<file path="config.mk">
export PLATFORM = sky130hd
export DESIGN_NAME = identifier_case_convention_check
export DESIGN_NICKNAME = d
export VERILOG_FILES = /design/src/icc_pkg.sv /design/src/icc_step.sv /design/src/identifier_case_convention_check.sv
export SDC_FILE = /design/constraint.sdc
export NUM_CORES = 1
export LEC_CHECK = 0
export ABC_AREA = 1
export BUFFER_PORTS_ARGS = -buffer_cell sky130_fd_sc_hd__buf_4
export CELL_PAD_IN_SITES_DETAIL_PLACEMENT = 1
export CELL_PAD_IN_SITES_GLOBAL_PLACEMENT = 2
export CORE_MARGIN = 2
export CORE_UTILIZATION = 27
export CTS_BUF_LIST = sky130_fd_sc_hd__clkbuf_16
export CTS_CLUSTER_SIZE = 30
export DETAILED_ROUTE_END_ITERATION = 10
export PLACE_DENSITY_LB_ADDON = 0.08
export SKIP_LAST_GASP = 1
export SYNTH_ARGS = -nofsm -noshare
export SYNTH_HDL_FRONTEND = slang
export SYNTH_SLANG_ARGS = --single-unit
</file>
<file path="constraint.sdc">
create_clock -name clk -period 1.5 [get_ports clk]
set_input_delay 0.15 -clock clk [delete_from_list [all_inputs] [get_ports clk]]
set_output_delay 0.15 -clock clk [all_outputs]
set_load 0.02 [all_outputs]
</file>
<file path="src/icc_pkg.sv">
// shared types, codes and character helpers for the identifier case convention checker
package icc_pkg;

  localparam int unsigned CONV_W = 4;
  localparam int unsigned CH_W   = 8;

  localparam logic [CONV_W-1:0] CONV_NONE      = 4'd0;
  localparam logic [CONV_W-1:0] CONV_LOWER     = 4'd1;
  localparam logic [CONV_W-1:0] CONV_UPPER     = 4'd2;
  localparam logic [CONV_W-1:0] CONV_CAMEL     = 4'd3;
  localparam logic [CONV_W-1:0] CONV_PASCAL    = 4'd4;
  localparam logic [CONV_W-1:0] CONV_SNAKE     = 4'd5;
  localparam logic [CONV_W-1:0] CONV_LEAD_SNK  = 4'd6;
  localparam logic [CONV_W-1:0] CONV_UPPER_SNK = 4'd7;
  localparam logic [CONV_W-1:0] CONV_SCREAM    = 4'd8;
  localparam logic [CONV_W-1:0] CONV_LISP      = 4'd9;

  localparam logic [2:0] RULE_LOWER  = 3'd0;
  localparam logic [2:0] RULE_UPPER  = 3'd1;
  localparam logic [2:0] RULE_CAP    = 3'd2;
  localparam logic [2:0] RULE_CAMEL  = 3'd3;
  localparam logic [2:0] RULE_PASCAL = 3'd4;

  localparam logic [CH_W-1:0] CH_UNDERSCORE = 8'h5F;
  localparam logic [CH_W-1:0] CH_HYPHEN     = 8'h2D;
  localparam logic [CH_W-1:0] CH_LO_A       = 8'h61;
  localparam logic [CH_W-1:0] CH_LO_Z       = 8'h7A;
  localparam logic [CH_W-1:0] CH_UP_A       = 8'h41;
  localparam logic [CH_W-1:0] CH_UP_Z       = 8'h5A;
  localparam logic [CH_W-1:0] CH_DIG_0      = 8'h30;
  localparam logic [CH_W-1:0] CH_DIG_9      = 8'h39;

  typedef struct packed {
    logic at_word_start;
    logic in_first_word;
    logic word_has_letter;
    logic word_all_digits;
    logic word_head_ok;
    logic word_tail_ok;
    logic name_ok;
  } chk_state_t;

  localparam chk_state_t STATE_RESET = '{
    at_word_start:   1'b1,
    in_first_word:   1'b1,
    word_has_letter: 1'b0,
    word_all_digits: 1'b1,
    word_head_ok:    1'b0,
    word_tail_ok:    1'b1,
    name_ok:         1'b1
  };

  function automatic logic is_lo(input logic [CH_W-1:0] c);
    return (c >= CH_LO_A) && (c <= CH_LO_Z);
  endfunction

  function automatic logic is_up(input logic [CH_W-1:0] c);
    return (c >= CH_UP_A) && (c <= CH_UP_Z);
  endfunction

  function automatic logic is_dig(input logic [CH_W-1:0] c);
    return (c >= CH_DIG_0) && (c <= CH_DIG_9);
  endfunction

endpackage

</file>
<file path="src/icc_step.sv">
// per-item state update and verdict logic for the identifier checker
module icc_step (
  input  logic [icc_pkg::CONV_W-1:0] conv,
  input  logic [icc_pkg::CH_W-1:0]   ch,
  input  logic                       has_char,
  input  logic                       last,
  input  icc_pkg::chk_state_t        st,
  output icc_pkg::chk_state_t        st_nxt,
  output logic                       verdict
);
  import icc_pkg::*;

  logic       sep_us;
  logic       sep_hy;
  logic       is_sep;
  logic       bypass;
  logic [2:0] rule;
  logic       head_fit;
  logic       tail_fit;
  logic       c_lo;
  logic       c_up;
  logic       c_dig;
  logic       wp_cur;
  logic       wp_upd;
  chk_state_t st_upd;

  assign c_lo  = is_lo(ch);
  assign c_up  = is_up(ch);
  assign c_dig = is_dig(ch);

  assign sep_us = (conv >= CONV_SNAKE) && (conv <= CONV_SCREAM) && (ch == CH_UNDERSCORE);
  assign sep_hy = (conv == CONV_LISP) && (ch == CH_HYPHEN);
  assign is_sep = sep_us || sep_hy;
  assign bypass = (conv != CONV_CAMEL) && (conv != CONV_PASCAL);

  always_comb begin
    case (conv)
      CONV_UPPER:     rule = RULE_UPPER;
      CONV_CAMEL:     rule = RULE_CAMEL;
      CONV_PASCAL:    rule = RULE_PASCAL;
      CONV_LEAD_SNK:  rule = st.in_first_word ? RULE_CAP : RULE_LOWER;
      CONV_UPPER_SNK: rule = RULE_CAP;
      CONV_SCREAM:    rule = RULE_UPPER;
      default:        rule = RULE_LOWER;
    endcase
  end

  always_comb begin
    case (rule)
      RULE_LOWER, RULE_CAMEL: head_fit = c_lo;
      default:                head_fit = c_up;
    endcase
    case (rule)
      RULE_UPPER:              tail_fit = c_up || c_dig;
      RULE_CAMEL, RULE_PASCAL: tail_fit = c_lo || c_up || c_dig;
      default:                 tail_fit = c_lo || c_dig;
    endcase
  end

  // word check on the state before this item (for separators)
  always_comb begin
    if (st.at_word_start) begin
      wp_cur = 1'b0;
    end else if (bypass && !st.word_has_letter) begin
      wp_cur = st.word_all_digits;
    end else begin
      wp_cur = st.word_head_ok && st.word_tail_ok;
    end
  end

  always_comb begin
    st_upd = st;
    if (has_char) begin
      if (is_sep) begin
        st_upd                 = STATE_RESET;
        st_upd.name_ok         = st.name_ok && wp_cur;
        st_upd.in_first_word   = 1'b0;
      end else begin
        if (st.at_word_start) begin
          st_upd.word_head_ok = head_fit;
        end else begin
          st_upd.word_tail_ok = st.word_tail_ok && tail_fit;
        end
        st_upd.word_has_letter = st.word_has_letter || c_lo || c_up;
        st_upd.word_all_digits = st.word_all_digits && c_dig;
        st_upd.at_word_start   = 1'b0;
      end
    end
  end

  // word check on the updated state (for the verdict)
  always_comb begin
    if (st_upd.at_word_start) begin
      wp_upd = 1'b0;
    end else if (bypass && !st_upd.word_has_letter) begin
      wp_upd = st_upd.word_all_digits;
    end else begin
      wp_upd = st_upd.word_head_ok && st_upd.word_tail_ok;
    end
  end

  always_comb begin
    if (conv == CONV_NONE) begin
      verdict = 1'b1;
    end else if (conv > CONV_LISP) begin
      verdict = 1'b0;
    end else begin
      verdict = st_upd.name_ok && wp_upd;
    end
  end

  assign st_nxt = last ? STATE_RESET : st_upd;

endmodule

</file>
<file path="src/identifier_case_convention_check.sv">
// top level of the identifier case convention checker: input register, state and result register
//
//   channel | direction | ports
//   in      | input     | in_valid, in_ready, in_ch, in_has_char, in_last
//   out     | output    | out_valid, out_ready, out_matches_res
//   cfg     | input     | cfg_valid, cfg_ready, cfg_convention
//
// one item per cycle unless a last item waits; a verdict is registered in the result register
// the input register and the state update feed the result register in one pass per item
// an item with last set waits in the input register while an earlier verdict is not taken
// synchronous active-low reset clears the state, the convention register and both valid flags
module identifier_case_convention_check (
  input  logic                       clk,
  input  logic                       rst_n,
  input  logic                       in_valid,
  output logic                       in_ready,
  input  logic [icc_pkg::CH_W-1:0]   in_ch,
  input  logic                       in_has_char,
  input  logic                       in_last,
  output logic                       out_valid,
  input  logic                       out_ready,
  output logic                       out_matches_res,
  input  logic                       cfg_valid,
  output logic                       cfg_ready,
  input  logic [icc_pkg::CONV_W-1:0] cfg_convention
);
  import icc_pkg::*;

  logic [CONV_W-1:0] conv_val_r;
  logic              s1_valid_r;
  logic [CH_W-1:0]   s1_ch_r;
  logic              s1_has_r;
  logic              s1_last_r;
  chk_state_t        st_r;
  chk_state_t        st_nxt;
  logic              verdict;
  logic              out_valid_r;
  logic              out_res_r;
  logic              out_free;
  logic              s1_fire;

  assign cfg_ready = 1'b1;
  assign out_free  = !out_valid_r || out_ready;
  assign s1_fire   = s1_valid_r && (!s1_last_r || out_free);
  assign in_ready  = !s1_valid_r || s1_fire;

  assign out_valid       = out_valid_r;
  assign out_matches_res = out_res_r;

  // convention register
  always_ff @(posedge clk) begin
    if (!rst_n) begin
      conv_val_r <= CONV_NONE;
    end else if (cfg_valid && cfg_ready) begin
      conv_val_r <= cfg_convention;
    end
  end

  // input register
  always_ff @(posedge clk) begin
    if (!rst_n) begin
      s1_valid_r <= 1'b0;
    end else if (in_ready) begin
      s1_valid_r <= in_valid;
    end
  end

  always_ff @(posedge clk) begin
    if (in_ready && in_valid) begin
      s1_ch_r   <= in_ch;
      s1_has_r  <= in_has_char;
      s1_last_r <= in_last;
    end
  end

  icc_step u_step (
    .conv     (conv_val_r),
    .ch       (s1_ch_r),
    .has_char (s1_has_r),
    .last     (s1_last_r),
    .st       (st_r),
    .st_nxt   (st_nxt),
    .verdict  (verdict)
  );

  // name and word state
  always_ff @(posedge clk) begin
    if (!rst_n) begin
      st_r <= STATE_RESET;
    end else if (s1_fire) begin
      st_r <= st_nxt;
    end
  end

  // result register
  always_ff @(posedge clk) begin
    if (!rst_n) begin
      out_valid_r <= 1'b0;
    end else if (s1_fire && s1_last_r) begin
      out_valid_r <= 1'b1;
    end else if (out_ready) begin
      out_valid_r <= 1'b0;
    end
  end

  always_ff @(posedge clk) begin
    if (s1_fire && s1_last_r) begin
      out_res_r <= verdict;
    end
  end

endmodule

</file>
Word-level counts from Yosys, hierarchy flattened --
Index checks and enable logic that the tools add are counted.
Word-level totals: word-level logic and storage cells 98, bits of input ports 19, output and inout bits 4, register bits 24
Operators by class: eq/ne operators 14, multiplexer cells 19, order comparisons 9, reductions and logical operators 42
Operators with widths (count):
- logical AND 1 bit | 18
- >= comparator 8 x 7 -> 1 bit (second input constant) | 2
- less-or-equal comparator 8 x 7 -> 1 bit (second input constant) | 2
- case mux 3 bit (5 select lines) | 1
- two-way mux 7 bit | 2
- two-way mux 1 bit | 13
- equality test 4 x 3 -> 1 bit (second input constant) | 3
- logical OR 1 bit | 10
- equality test 4 x 2 -> 1 bit (second input constant) | 2
- equality test 4 bit (second input constant) | 2
- equality test 8 x 6 -> 1 bit (second input constant) | 1
- equality test 8 x 7 -> 1 bit (second input constant) | 1
- >= comparator 8 x 6 -> 1 bit (second input constant) | 1
- less-or-equal comparator 8 x 6 -> 1 bit (second input constant) | 1
- nonzero test 2 bit | 3
- OR reduction 2 bit | 3
- logical NOT 1 bit | 5
- >= comparator 4 x 3 -> 1 bit (second input constant) | 1
- > comparator 4 bit (second input constant) | 1
- less-or-equal comparator 4 bit (second input constant) | 1
- logical NOT 4 bit | 1
- two-way mux 4 bit | 1
- inequality test 4 x 2 -> 1 bit (second input constant) | 1
- inequality test 4 x 3 -> 1 bit (second input constant) | 1
- other kinds (7) | 7

Logic depth before layout (Yosys ltp) --
Gate-level depths: netlist (run 1).
depth after elaboration 16, depth in mapped cells 16, mapped depth without buffers 16

By module --
A second synthesis (run 1) with hierarchy kept.
Unflattened totals: cells, all modules 211, area, all modules 1447.6 um2
Modules (own cells, without submodules):
- identifier_case_convention_check | instances 1, cells each 81, sequential area each 590.6 um2, area each 887.1 um2
- icc_step | instances 1, cells each 130, sequential area each 0.0 um2, area each 560.5 um2

Worst setup path after synthesis (run 1) --
OpenSTA, ideal clock, no wires.
path kind flip-flop to flip-flop, start reg s1_ch_r[4], end reg out_res_r, in the netlist out_matches_res, data pin, cell stages (with the launch flop) 15, arrival 1312 ps, period minus slack after synthesis 1565 ps, required time 1248 ps, library setup time 252 ps, buffers on the path 0, path slack -65 ps, cells stage by stage edfxtp_1 -> inv_1 -> nand2_1 -> nor2_1 -> nand4_1 -> nand2_2 -> nand3_2 -> inv_2 -> nand2_2 -> nand2_2 -> nor2_2 -> nand2_1 -> inv_1 -> nand2_1 -> nand2_1
Between the ends: word-level cells in the longest chain between the ends 14, elaborated cells between the ends (all ways) 37, those cells by class order compare: 6; eq/ne: 2; mux: 11; reduce/logical: 18
RTL lines:
- from (decl) | RTL line identifier_case_convention_check.sv:31 | logic [CH_W-1:0] s1_ch_r;
- from (signal assigned) | RTL line identifier_case_convention_check.sv:70 | s1_ch_r <= in_ch;
- >= comparator 8 x 7 -> 1 bit, or another cell as far along | RTL line icc_pkg.sv:54 | return (c >= CH_LO_A) && (c <= CH_LO_Z);
- logical AND 1 bit, on equally long branches | RTL line icc_pkg.sv:54, icc_pkg.sv:58
- logical OR 1 bit (2 in series) | RTL line icc_step.sv:55 | RULE_CAMEL, RULE_PASCAL: tail_fit = c_lo || c_up || c_dig;
- case mux 1 bit (2 select lines) | RTL line icc_step.sv:53 | case (rule)
- logical AND 1 bit | RTL line icc_step.sv:82 | st_upd.word_tail_ok = st.word_tail_ok && tail_fit;
- two-way mux 1 bit | RTL line icc_step.sv:79 | if (st.at_word_start) begin
- two-way mux 4 bit | RTL line icc_step.sv:74 | if (is_sep) begin
- two-way mux 7 bit * | RTL line icc_step.sv:73 | if (has_char) begin
- logical AND 1 bit | RTL line icc_step.sv:98 | wp_upd = st_upd.word_head_ok && st_upd.word_tail_ok;
- two-way mux 1 bit | RTL line icc_step.sv:95 | end else if (bypass && !st_upd.word_has_letter) begin
- two-way mux 1 bit | RTL line icc_step.sv:93 | if (st_upd.at_word_start) begin
- logical AND 1 bit * | RTL line icc_step.sv:108 | verdict = st_upd.name_ok && wp_upd;
- two-way mux 1 bit * | RTL line icc_step.sv:105 | end else if (conv > CONV_LISP) begin
- to (signal assigned) | RTL line identifier_case_convention_check.sv:108 | out_res_r <= verdict;
- to (decl) | RTL line identifier_case_convention_check.sv:38 | logic out_res_r;
Mark *: on every way between the ends. The rest lies on a longest branch, timed or not. The select of a mux whose other input is x is not followed. A chain may end at the register's enable or synchronous reset.

Worst setup path after layout (run 1) --
start reg s1_ch_r[1], end reg out_res_r, in the netlist out_matches_res, data pin
The elaborated chain is that of the path after synthesis.

==> impl_metrics.json, run 1 <==
{
  "avgRoutedWirePerCell_um": 11.7,
  "drv_cap": 0,
  "clk_latency_ps": 260,
  "tritoncts": "done",
  "grt_pass1_wl_um": 6750,
  "final-max-slew-violation-count": 0,
  "whs_ps": 64.8,
  "detail_route.wirelength.met1_um": 1880,
  "p_leak_nw": 0.982,
  "clock-sinks": 24,
  "die_area_um2": 5660,
  "core_area_um2": 4820,
  "synth.lib_cells_used.distinct": 20,
  "gp_congestion": 0.854,
  "synth-seq-cells": 24,
  "worstSetupEndpointType": "flip-flop",
  "drt_first_iter_violations": 55,
  "net_count_of_the_finished_layout": 276,
  "die_width_um": 75.2,
  "worstReg2RegEnd": "out_matches_res",
  "route.top_layer_used": "met4",
  "via_per_inst": 4.40,
  "hold_end": "s1_last_r",
  "finalSetupTns_ps": -431,
  "path_clk_slew_ps": 60,
  "ff2ff_setup_slack_ps": -220,
  "met3WireLength_um": 52,
  "count_of_synthesis_stage_warnings_from_yosys": 0,
  "p_per_area_nw_per_um2": 848,
  "period_share": 1.14,
  "areaGrowthSynthToFinish_pct": 43.3,
  "grt.overflow.total": 0,
  "critPathLaunchType": "flip-flop",
  "die_height_um": 75.2,
  "final-hold-violation-count": 0,
  "worstHoldPathCells": 1,
  "antenna_found_initial": 0,
  "placed_cell_area_um2": 1800,
  "final_layout_size_suffix_gt1_frac": 0.363,
  "fin_ws_ps": -215,
  "clock_tree.htree_level_count": 1,
  "power.total_mw": 1.66,
  "finalWorstPathRequiredPeriod_ps": 1720,
  "number_of_global_route_vias_before_repair": 1501,
  "layout_commonest_cell": "sky130_fd_sc_hd__nand2_1",
  "path_max_fanout": 5,
  "grt_start_max_net_pins": 14,
  "finalInstanceArea_um2": 1960,
  "floorplan.initialDensity": 0.284,
  "syn-cell-area_um2": 1370,
  "worst_clock_skew_ps": 3.44,
  "met2_wirelength_um": 1810,
  "avgSynthCellArea_um2": 6.71,
  "achievable-frequency_mhz": 583,
  "status": "complete, but fails checks",
  "worstPathRequired_ps": 1520,
  "ios": 23,
  "syn_nets": 223,
  "post_synth_inst_count": 204,
  "final_number_of_setup_violating_endpoints": 3,
  "hold_path_startpoint": "in_last",
  "timing.setup.critical_path_class": "flip-flop to flip-flop",
  "final_core_util": 0.407,
  "clockBufferDepth": 2,
  "dp_hpwl_um": 3150,
  "antenna-diode-count": 0,
  "most-common-layout-cells": "sky130_fd_sc_hd__nand2_1, sky130_fd_sc_hd__buf_4, sky130_fd_sc_hd__inv_1",
  "floorplan.rows": 25,
  "rr_worst_depth": 14,
  "worst_r2r_startpoint": "s1_ch_r[1]",
  "grt_usage": 0.154,
  "worst_hold_path_type": "input port to flip-flop",
  "ir_worst_vdd_mv": 0.502,
  "vias": 1420,
  "root_buffer": "sky130_fd_sc_hd__clkbuf_16",
  "worst_ep_arrival_time_ps": 1730,
  "violations": "setup timing",
  "cts_made_buffers": 3,
  "rsz0062_at_grt": "yes",
  "firstDrtPassIters": 4,
  "antenna_left": 0,
  "remaining_drc_errors": 0,
  "detail_route.wirelength_um": 3780,
  "seq_area_frac_synth": 0.431,
  "portbufs": 21
}
## per-layer routing
metal,GRT usage,vias to the layer above
met4,0.0409,0
li1,-,739
met5,0,-
met1,0.216,662
met3,0.0120,4
met2,0.255,15
## through the flow
stage | setup slack, ps | instances
final | -215 | 323
after global routing | -368 | 323
after CTS | -231 | 323
after detailed placement | -292 | 316
after global placement | -236 | 316
after floorplan | -29.7 | 204
## worst max path at each step
stage	end	from	slack [ps]
floorplan	out_matches_res	s1_ch_r[4]	-30
global placement	out_matches_res	s1_ch_r[1]	-240
detailed placement	out_matches_res	s1_ch_r[1]	-290
CTS	out_matches_res	s1_ch_r[1]	-230
global route	out_matches_res	s1_ch_r[1]	-370
finish	out_matches_res	s1_ch_r[1]	-220
## Yosys cell counts (all sizes together)
cell,n,area share
buf,1,0.0055
o21ai,12,0.044
dfxtp,13,0.19
edfxtp,11,0.24
nand3b,1,0.0055
nand3,18,0.069
inv,32,0.088
nor2,25,0.081
a21oi,14,0.051
nand2,72,0.21
conb,1,0.0027
clkbuf,2,0.0064
nand4,1,0.0046
nor3,1,0.0037
## report_power, final
part,internal [mW],switching [mW]
clock network,0.358,0.228
logic,0.153,0.170
registers,0.722,0.0326
total,1.23,0.431
## worst max-delay path, cell delays in order, from the launching register on
cell and delay (ps):
sky130_fd_sc_hd__edfxtp_1 480, sky130_fd_sc_hd__nor2_1 140, sky130_fd_sc_hd__nand2_1 70, sky130_fd_sc_hd__nand3_1 70, sky130_fd_sc_hd__nand2_1 70, sky130_fd_sc_hd__nand2_2 90, sky130_fd_sc_hd__nor2_1 50, sky130_fd_sc_hd__nor2_1 100
sky130_fd_sc_hd__nand2_1 70, sky130_fd_sc_hd__nand2_1 70, sky130_fd_sc_hd__nand2_2 50, sky130_fd_sc_hd__nand2_1 60, sky130_fd_sc_hd__nand2_1 40, sky130_fd_sc_hd__nand2_1 50, sky130_fd_sc_hd__nand2_1 40
## cells by family (layout without fill, tap and decap cells)
| kind of cell | after synthesis | count (layout) | share of synthesized area |
|---|---|---|---|
| other | 1 | 1 | 0.00274 |
| buffers and inverters | 35 | 87 | 0.0996 |
| DFF | 24 | 24 | 0.431 |
| and+or+nand+nor | 118 | 118 | 0.371 |
| AOI/OAI and AO/OA | 26 | 26 | 0.0951 |
## sequential cells by signal, indices dropped and copies added (netlist names)
name and count:
conv_val_r 4, out_matches_res 1, out_valid 1, s1_ch_r 8, s1_has_r 1, s1_last_r 1, s1_valid_r 1, st_r 7
## final cells by class
class	instances	area, um2
tap	67	83.8
clock buffer	3	75.1
sequential	24	592
timing repair buffer	51	390
fill	632	2860
inverter	32	120
clock inverter	1	3.75
multi-input combinational	145	697
## what timing repair did
action	4_1_cts	5_1_grt
gates resized for setup	12	14
setup buffers	3	0
endpoints found under the setup margin	6	8
pin swaps	6	10
hold buffers	0	0
Power figures use the tool's default switching activity.
==> run 2: changes to the inputs <==
Settings changed: PLACE_DENSITY_LB_ADDON 0.08 to 0.1.
==> run 2 against run 1 <==
Against the previous run:
- the run still ends with setup timing left
- clock power is essentially flat
- routed wire length grew 0.72%
- total power shrank 0.87%
- flip-flop and latch count is the same
- clock skew shrank 1.0 ps
- setup slack gained 3.1 ps
==> impl_metrics.json, run 2 (same netlist as run 1, synthesis figures left out) <==
{
  "critical_path.startpoint": "s1_ch_r[1]",
  "hold_path_startpoint": "in_ch[6]",
  "antenna_left": 0,
  "ios": 23,
  "floorplan.rows": 25,
  "antenna-diode-count": 0,
  "p_leak_nw": 0.960,
  "finalSetupTns_ps": -384,
  "clock_tree.htree_level_count": 1,
  "dp_hpwl_um": 3120,
  "final-hold-violation-count": 0,
  "detail_route.wirelength_um": 3800,
  "worst_ep_arrival_time_ps": 1730,
  "layout_commonest_cell": "sky130_fd_sc_hd__nand2_1",
  "drv_cap": 0,
  "net_count_of_the_finished_layout": 271,
  "rsz0062_at_grt": "yes",
  "firstDrtPassIters": 4,
  "path_max_fanout": 6,
  "root_buffer": "sky130_fd_sc_hd__clkbuf_16",
  "clock_power_share": 0.355,
  "ir_worst_vdd_mv": 0.601,
  "tritoncts": "done",
  "most-common-layout-cells": "sky130_fd_sc_hd__nand2_1, sky130_fd_sc_hd__buf_4, sky130_fd_sc_hd__inv_1",
  "nFillCells": 661,
  "critPathLaunchType": "flip-flop",
  "worst_clock_skew_ps": 2.41,
  "via_per_inst": 4.39,
  "die_width_um": 75.2,
  "drt_first_iter_violations": 43,
  "power.total_mw": 1.65,
  "achievable-frequency_mhz": 584,
  "worstSetupEndpointType": "flip-flop",
  "period_share": 1.14,
  "instances_no_fill": 318,
  "cellInternalPower_mw": 1.22,
  "worst_hold_path_type": "input port to flip-flop",
  "portbufs": 21,
  "number_of_global_route_vias_before_repair": 1440,
  "vias": 1395,
  "core_area_um2": 4820,
  "clock-sinks": 24,
  "fin_ws_ps": -212,
  "registers.top_by_ff_count": "s1_ch_r",
  "grt_pass1_wl_um": 6430,
  "gp_congestion": 0.755,
  "grt_start_max_net_pins": 14,
  "status": "complete, but fails checks",
  "clk_latency_ps": 260,
  "dpl.cell_count": 314,
  "largest_register_ffs": 8,
  "violations": "setup timing",
  "floorplan.initialDensity": 0.284,
  "antenna_found_initial": 0,
  "remaining_drc_errors": 0,
  "timing.setup.critical_path_class": "flip-flop to flip-flop",
  "whs_ps": 64.1,
  "p_sw_mw": 0.427,
  "worstPathRequired_ps": 1520,
  "power.combinational.fraction": 0.188,
  "final_layout_size_suffix_gt1_frac": 0.335,
  "avgRoutedWirePerCell_um": 12.0,
  "p_per_area_nw_per_um2": 862,
  "finalWorstPathRequiredPeriod_ps": 1710,
  "die_height_um": 75.2,
  "die_area_um2": 5660,
  "grt.overflow.total": 0,
  "path_clk_slew_ps": 60,
  "areaGrowthSynthToFinish_pct": 39.8,
  "final-max-slew-violation-count": 0,
  "reg.largest.list": "s1_ch_r x8, st_r x7, conv_val_r x4",
  "clockBufferDepth": 2,
  "cts_made_buffers": 3,
  "power.share.switching": 0.259,
  "worst_r2r_startpoint": "s1_ch_r[1]",
  "grt_usage": 0.151,
  "pwr-share-seq": 0.458,
  "final_number_of_setup_violating_endpoints": 3
}
-- run 2: path summary, 6_finish.rpt --
| path | to | slack (ps) | cells past startpoint |
|---|---|---|---|
| worst min register to register | st_r[5] | 470 | 2 |
| worst min-delay path | s1_ch_r[6] | 60 | 1 |
| worst max-delay path | out_matches_res | -210 | 14 |
| worst max register to register | out_matches_res | -210 | 14 |
-- run 2: layout make-up --
class / count / area [um2] / area share
multi-input combinational: 145 / 688 / 0.360
timing repair buffer: 46 / 349 / 0.182
inverter: 32 / 120 / 0.0628
clock buffer: 3 / 75.1 / 0.0392
tap: 67 / 83.8 / 0.0438
clock inverter: 1 / 3.75 / 0.00196
sequential: 24 / 593 / 0.310
-- run 2: critical path, stage by stage (launching register included) --
cell and delay [ps]:
sky130_fd_sc_hd__edfxtp_1 480, sky130_fd_sc_hd__nor2_1 140, sky130_fd_sc_hd__nand2_1 80, sky130_fd_sc_hd__nand3_1 70, sky130_fd_sc_hd__nand2_1 70, sky130_fd_sc_hd__nand2_2 90
sky130_fd_sc_hd__nor2_1 40, sky130_fd_sc_hd__nor2_1 90, sky130_fd_sc_hd__nand2_1 70, sky130_fd_sc_hd__nand2_1 60, sky130_fd_sc_hd__nand2_1 60, sky130_fd_sc_hd__nand2_1 70
sky130_fd_sc_hd__nand2_1 50, sky130_fd_sc_hd__nand2_1 50, sky130_fd_sc_hd__nand2_1 40
-- run 2: stage by stage --
step                      utilization  setup slack, ps  instance area, um2
after CTS                       0.390             -223                1880
after floorplan                     -            -29.7                1370
after detailed placement        0.370             -236                1780
after global routing            0.397             -426                1910
final                           0.397             -212                1910
after global placement          0.370             -233                1780
-- run 2: power by group through the flow --
stage | logic (mW) | registers (mW) | clock network, mW
after global placement | 0.292 | 0.767 | 0
after CTS | 0.307 | 0.754 | 0.597
final | 0.309 | 0.755 | 0.585
after global routing | 0.349 | 0.762 | 0.630
after detailed placement | 0.299 | 0.768 | 0
after floorplan | 0.155 | 0.762 | 0
-- run 2: metal layers --
layer	track usage	vias to the layer above	part of all wire
met4	0.0526	0	0.014
met5	0	-	0
met2	0.251	18	0.48
met1	0.202	638	0.49
met3	0.0201	5	0.019
li1	-	734	-
-- run 2: timing repair --
item | in CTS | in global routing
hold endpoints to repair | 0 | 0
pin swaps | 4 | 7
hold buffers | 0 | 0
setup endpoints to repair | 5 | 7
resized for setup | 9 | 12
buffers inserted | 1 | 0
==> run 3: changes to the inputs <==
Settings changed: SETUP_SLACK_MARGIN from default to 0.1.
==> run 3 against run 2 <==
Against the previous run:
- the run still ends with setup timing left
- critical path depth did not move
- total power up 1.2%
- via count up 2.4%
- first-iteration DRC count grew 16%
- clock-buffer cell count is the same
- combinational power rose by 5%
- sequential share of layout area fell by 1.1 points
- flip-flop and latch count did not move
- clock power rose by 1%
- core utilization increased by 1.4 points
- die area did not move
- critical path type unchanged
==> impl_metrics.json, run 3 (same netlist as run 1, synthesis figures left out) <==
{
  "clockBufferDepth": 2,
  "most-common-layout-cells": "sky130_fd_sc_hd__nand2_1, sky130_fd_sc_hd__buf_4, sky130_fd_sc_hd__inv_1",
  "path_max_fanout": 2,
  "cts_made_buffers": 3,
  "portbufs": 21,
  "achievable-frequency_mhz": 581,
  "worst_path_largest_cell_delay_ps": 440,
  "tritoncts": "done",
  "rsz0062_at_grt": "yes",
  "clock_tree.htree_level_count": 1,
  "hold_end": "s1_ch_r[6]",
  "number_of_global_route_vias_before_repair": 1528,
  "grt_pass1_wl_um": 6820,
  "dp_hpwl_um": 3140,
  "number_of_buffers_and_inverters_on_the_critical_path": 1,
  "core_area_um2": 4820,
  "path_clk_slew_ps": 60,
  "floorplan.initialDensity": 0.284,
  "p_leak_nw": 0.986,
  "area_taken_by_multi_input_logic_gates_um2": 704,
  "final_number_of_setup_violating_endpoints": 4,
  "fin_ws_ps": -221,
  "violations": "setup timing",
  "floorplan.rows": 25,
  "p_per_area_nw_per_um2": 843,
  "avgRoutedWirePerCell_um": 11.9,
  "antenna_found_initial": 0,
  "antenna-diode-count": 0,
  "worstReg2RegEnd": "out_matches_res",
  "via_per_inst": 4.41,
  "timing.setup.critical_path_class": "flip-flop to flip-flop",
  "critical-path-top-delay-family": "simple AND/OR/NAND/NOR gates",
  "ir_worst_vdd_mv": 0.429,
  "firstDrtPassIters": 4,
  "critPathLaunchType": "flip-flop",
  "registers.top_by_ff_count": "s1_ch_r",
  "remaining_drc_errors": 0,
  "worst_ep_arrival_time_ps": 1740,
  "grt.overflow.total": 0,
  "grt_usage": 0.157,
  "clock-sinks": 24,
  "nFillCells": 638,
  "worst_hold_path_type": "input port to flip-flop",
  "drt_first_iter_violations": 50,
  "finalWorstPathRequiredPeriod_ps": 1720,
  "die_width_um": 75.2,
  "die_height_um": 75.2,
  "gp_congestion": 0.769,
  "clk_latency_ps": 260,
  "worstHoldPathCells": 1,
  "critical-path-slowest-cell": "sky130_fd_sc_hd__edfxtp_1",
  "final-hold-violation-count": 0,
  "ios": 23,
  "critical_path.cell_chain": "inv_2 -> nand2_2 -> nor2_4 -> nand4_1 -> nand2_2 -> nand2_1 -> nand2_1 -> nor2_1 -> nand2_1 -> nand2_2 -> nand2_1 -> nand2_1 -> nand2_1 -> nand2_1",
  "largest_register_ffs": 8,
  "worstSetupEndpointType": "flip-flop",
  "final_core_util": 0.411,
  "critPathMostFrequentCell": "sky130_fd_sc_hd__nand2_1",
  "worst_r2r_startpoint": "s1_ch_r[6]",
  "worstPathRequired_ps": 1520,
  "vias": 1429,
  "root_buffer": "sky130_fd_sc_hd__clkbuf_16",
  "worst_clock_skew_ps": 1.33,
  "die_area_um2": 5660,
  "ff2ff_setup_slack_ps": -220,
  "grt_start_max_net_pins": 14,
  "rr_worst_depth": 14,
  "layout.area.seq_um2": 592,
  "drv_cap": 0,
  "detail_route.wirelength_um": 3860,
  "reg.largest.list": "s1_ch_r x8, st_r x7, conv_val_r x4",
  "cts_hold_repair.buffers": 0,
  "layout_commonest_cell": "sky130_fd_sc_hd__nand2_1",
  "hold_path_startpoint": "in_ch[6]",
  "place_worst_setup_slack_ps": -262,
  "status": "complete, but fails checks",
  "final_layout_size_suffix_gt1_frac": 0.358,
  "period_share": 1.15,
  "areaGrowthSynthToFinish_pct": 44.6,
  "antenna_left": 0,
  "final-max-slew-violation-count": 0,
  "net_count_of_the_finished_layout": 277
}
run 3: changes by cell type in the layout (fill, tap and decap cells not counted), sizes merged:
cell,change
buf,+6
run 3: worst max-delay path by stage:
stage | endpoint | cells after the start | from | slack (ps)
after detailed placement | out_matches_res | 14 | s1_ch_r[1] | -260
final | out_matches_res | 14 | s1_ch_r[6] | -220
after floorplan | out_matches_res | 14 | s1_ch_r[4] | -30
after CTS | out_matches_res | 14 | s1_ch_r[0] | -230
after global routing | out_matches_res | 14 | s1_ch_r[1] | -430
after global placement | out_matches_res | 14 | s1_ch_r[1] | -240
run 3: area by class of cell:
cell class                 instances  area share
inverter                          32      0.0619
clock buffer                       3      0.0379
timing repair buffer              52       0.201
multi-input combinational        145       0.356
tap                               67      0.0424
clock inverter                     1     0.00190
sequential                        24       0.299
run 3: metal layers:
metal,part of all wire,vias up,GRT usage,wire length [um]
met1,0.48,661,0.206,1860
li1,-,747,-,-
met4,0.012,0,0.0468,46
met3,0.018,5,0.0174,71
met5,0,-,0,0
met2,0.49,16,0.271,1880
run 3: what timing repair did:
action	4_1_cts	5_1_grt
endpoints found under the setup margin	7	9
endpoints found under the hold margin	0	0
resized for setup	9	19
pin swaps	5	3
setup buffers	4	2
run 3: stage by stage:
step,total power [mW],setup TNS (ps),cell area [um2],std cells,hold WS [ps]
after global routing,1.76,-1470,1980,324,56.9
after floorplan,0.917,-29.7,1370,204,249
after detailed placement,1.07,-561,1790,315,329
after CTS,1.67,-542,1920,322,60.9
after global placement,1.06,-364,1790,315,328
final,1.67,-588,1980,324,64.2
run 3: power breakdown:
part           leakage, nW  internal [mW]  switching, mW
combinational        0.729          0.154          0.171
clock               0.0423          0.357          0.234
sequential           0.214          0.722         0.0323
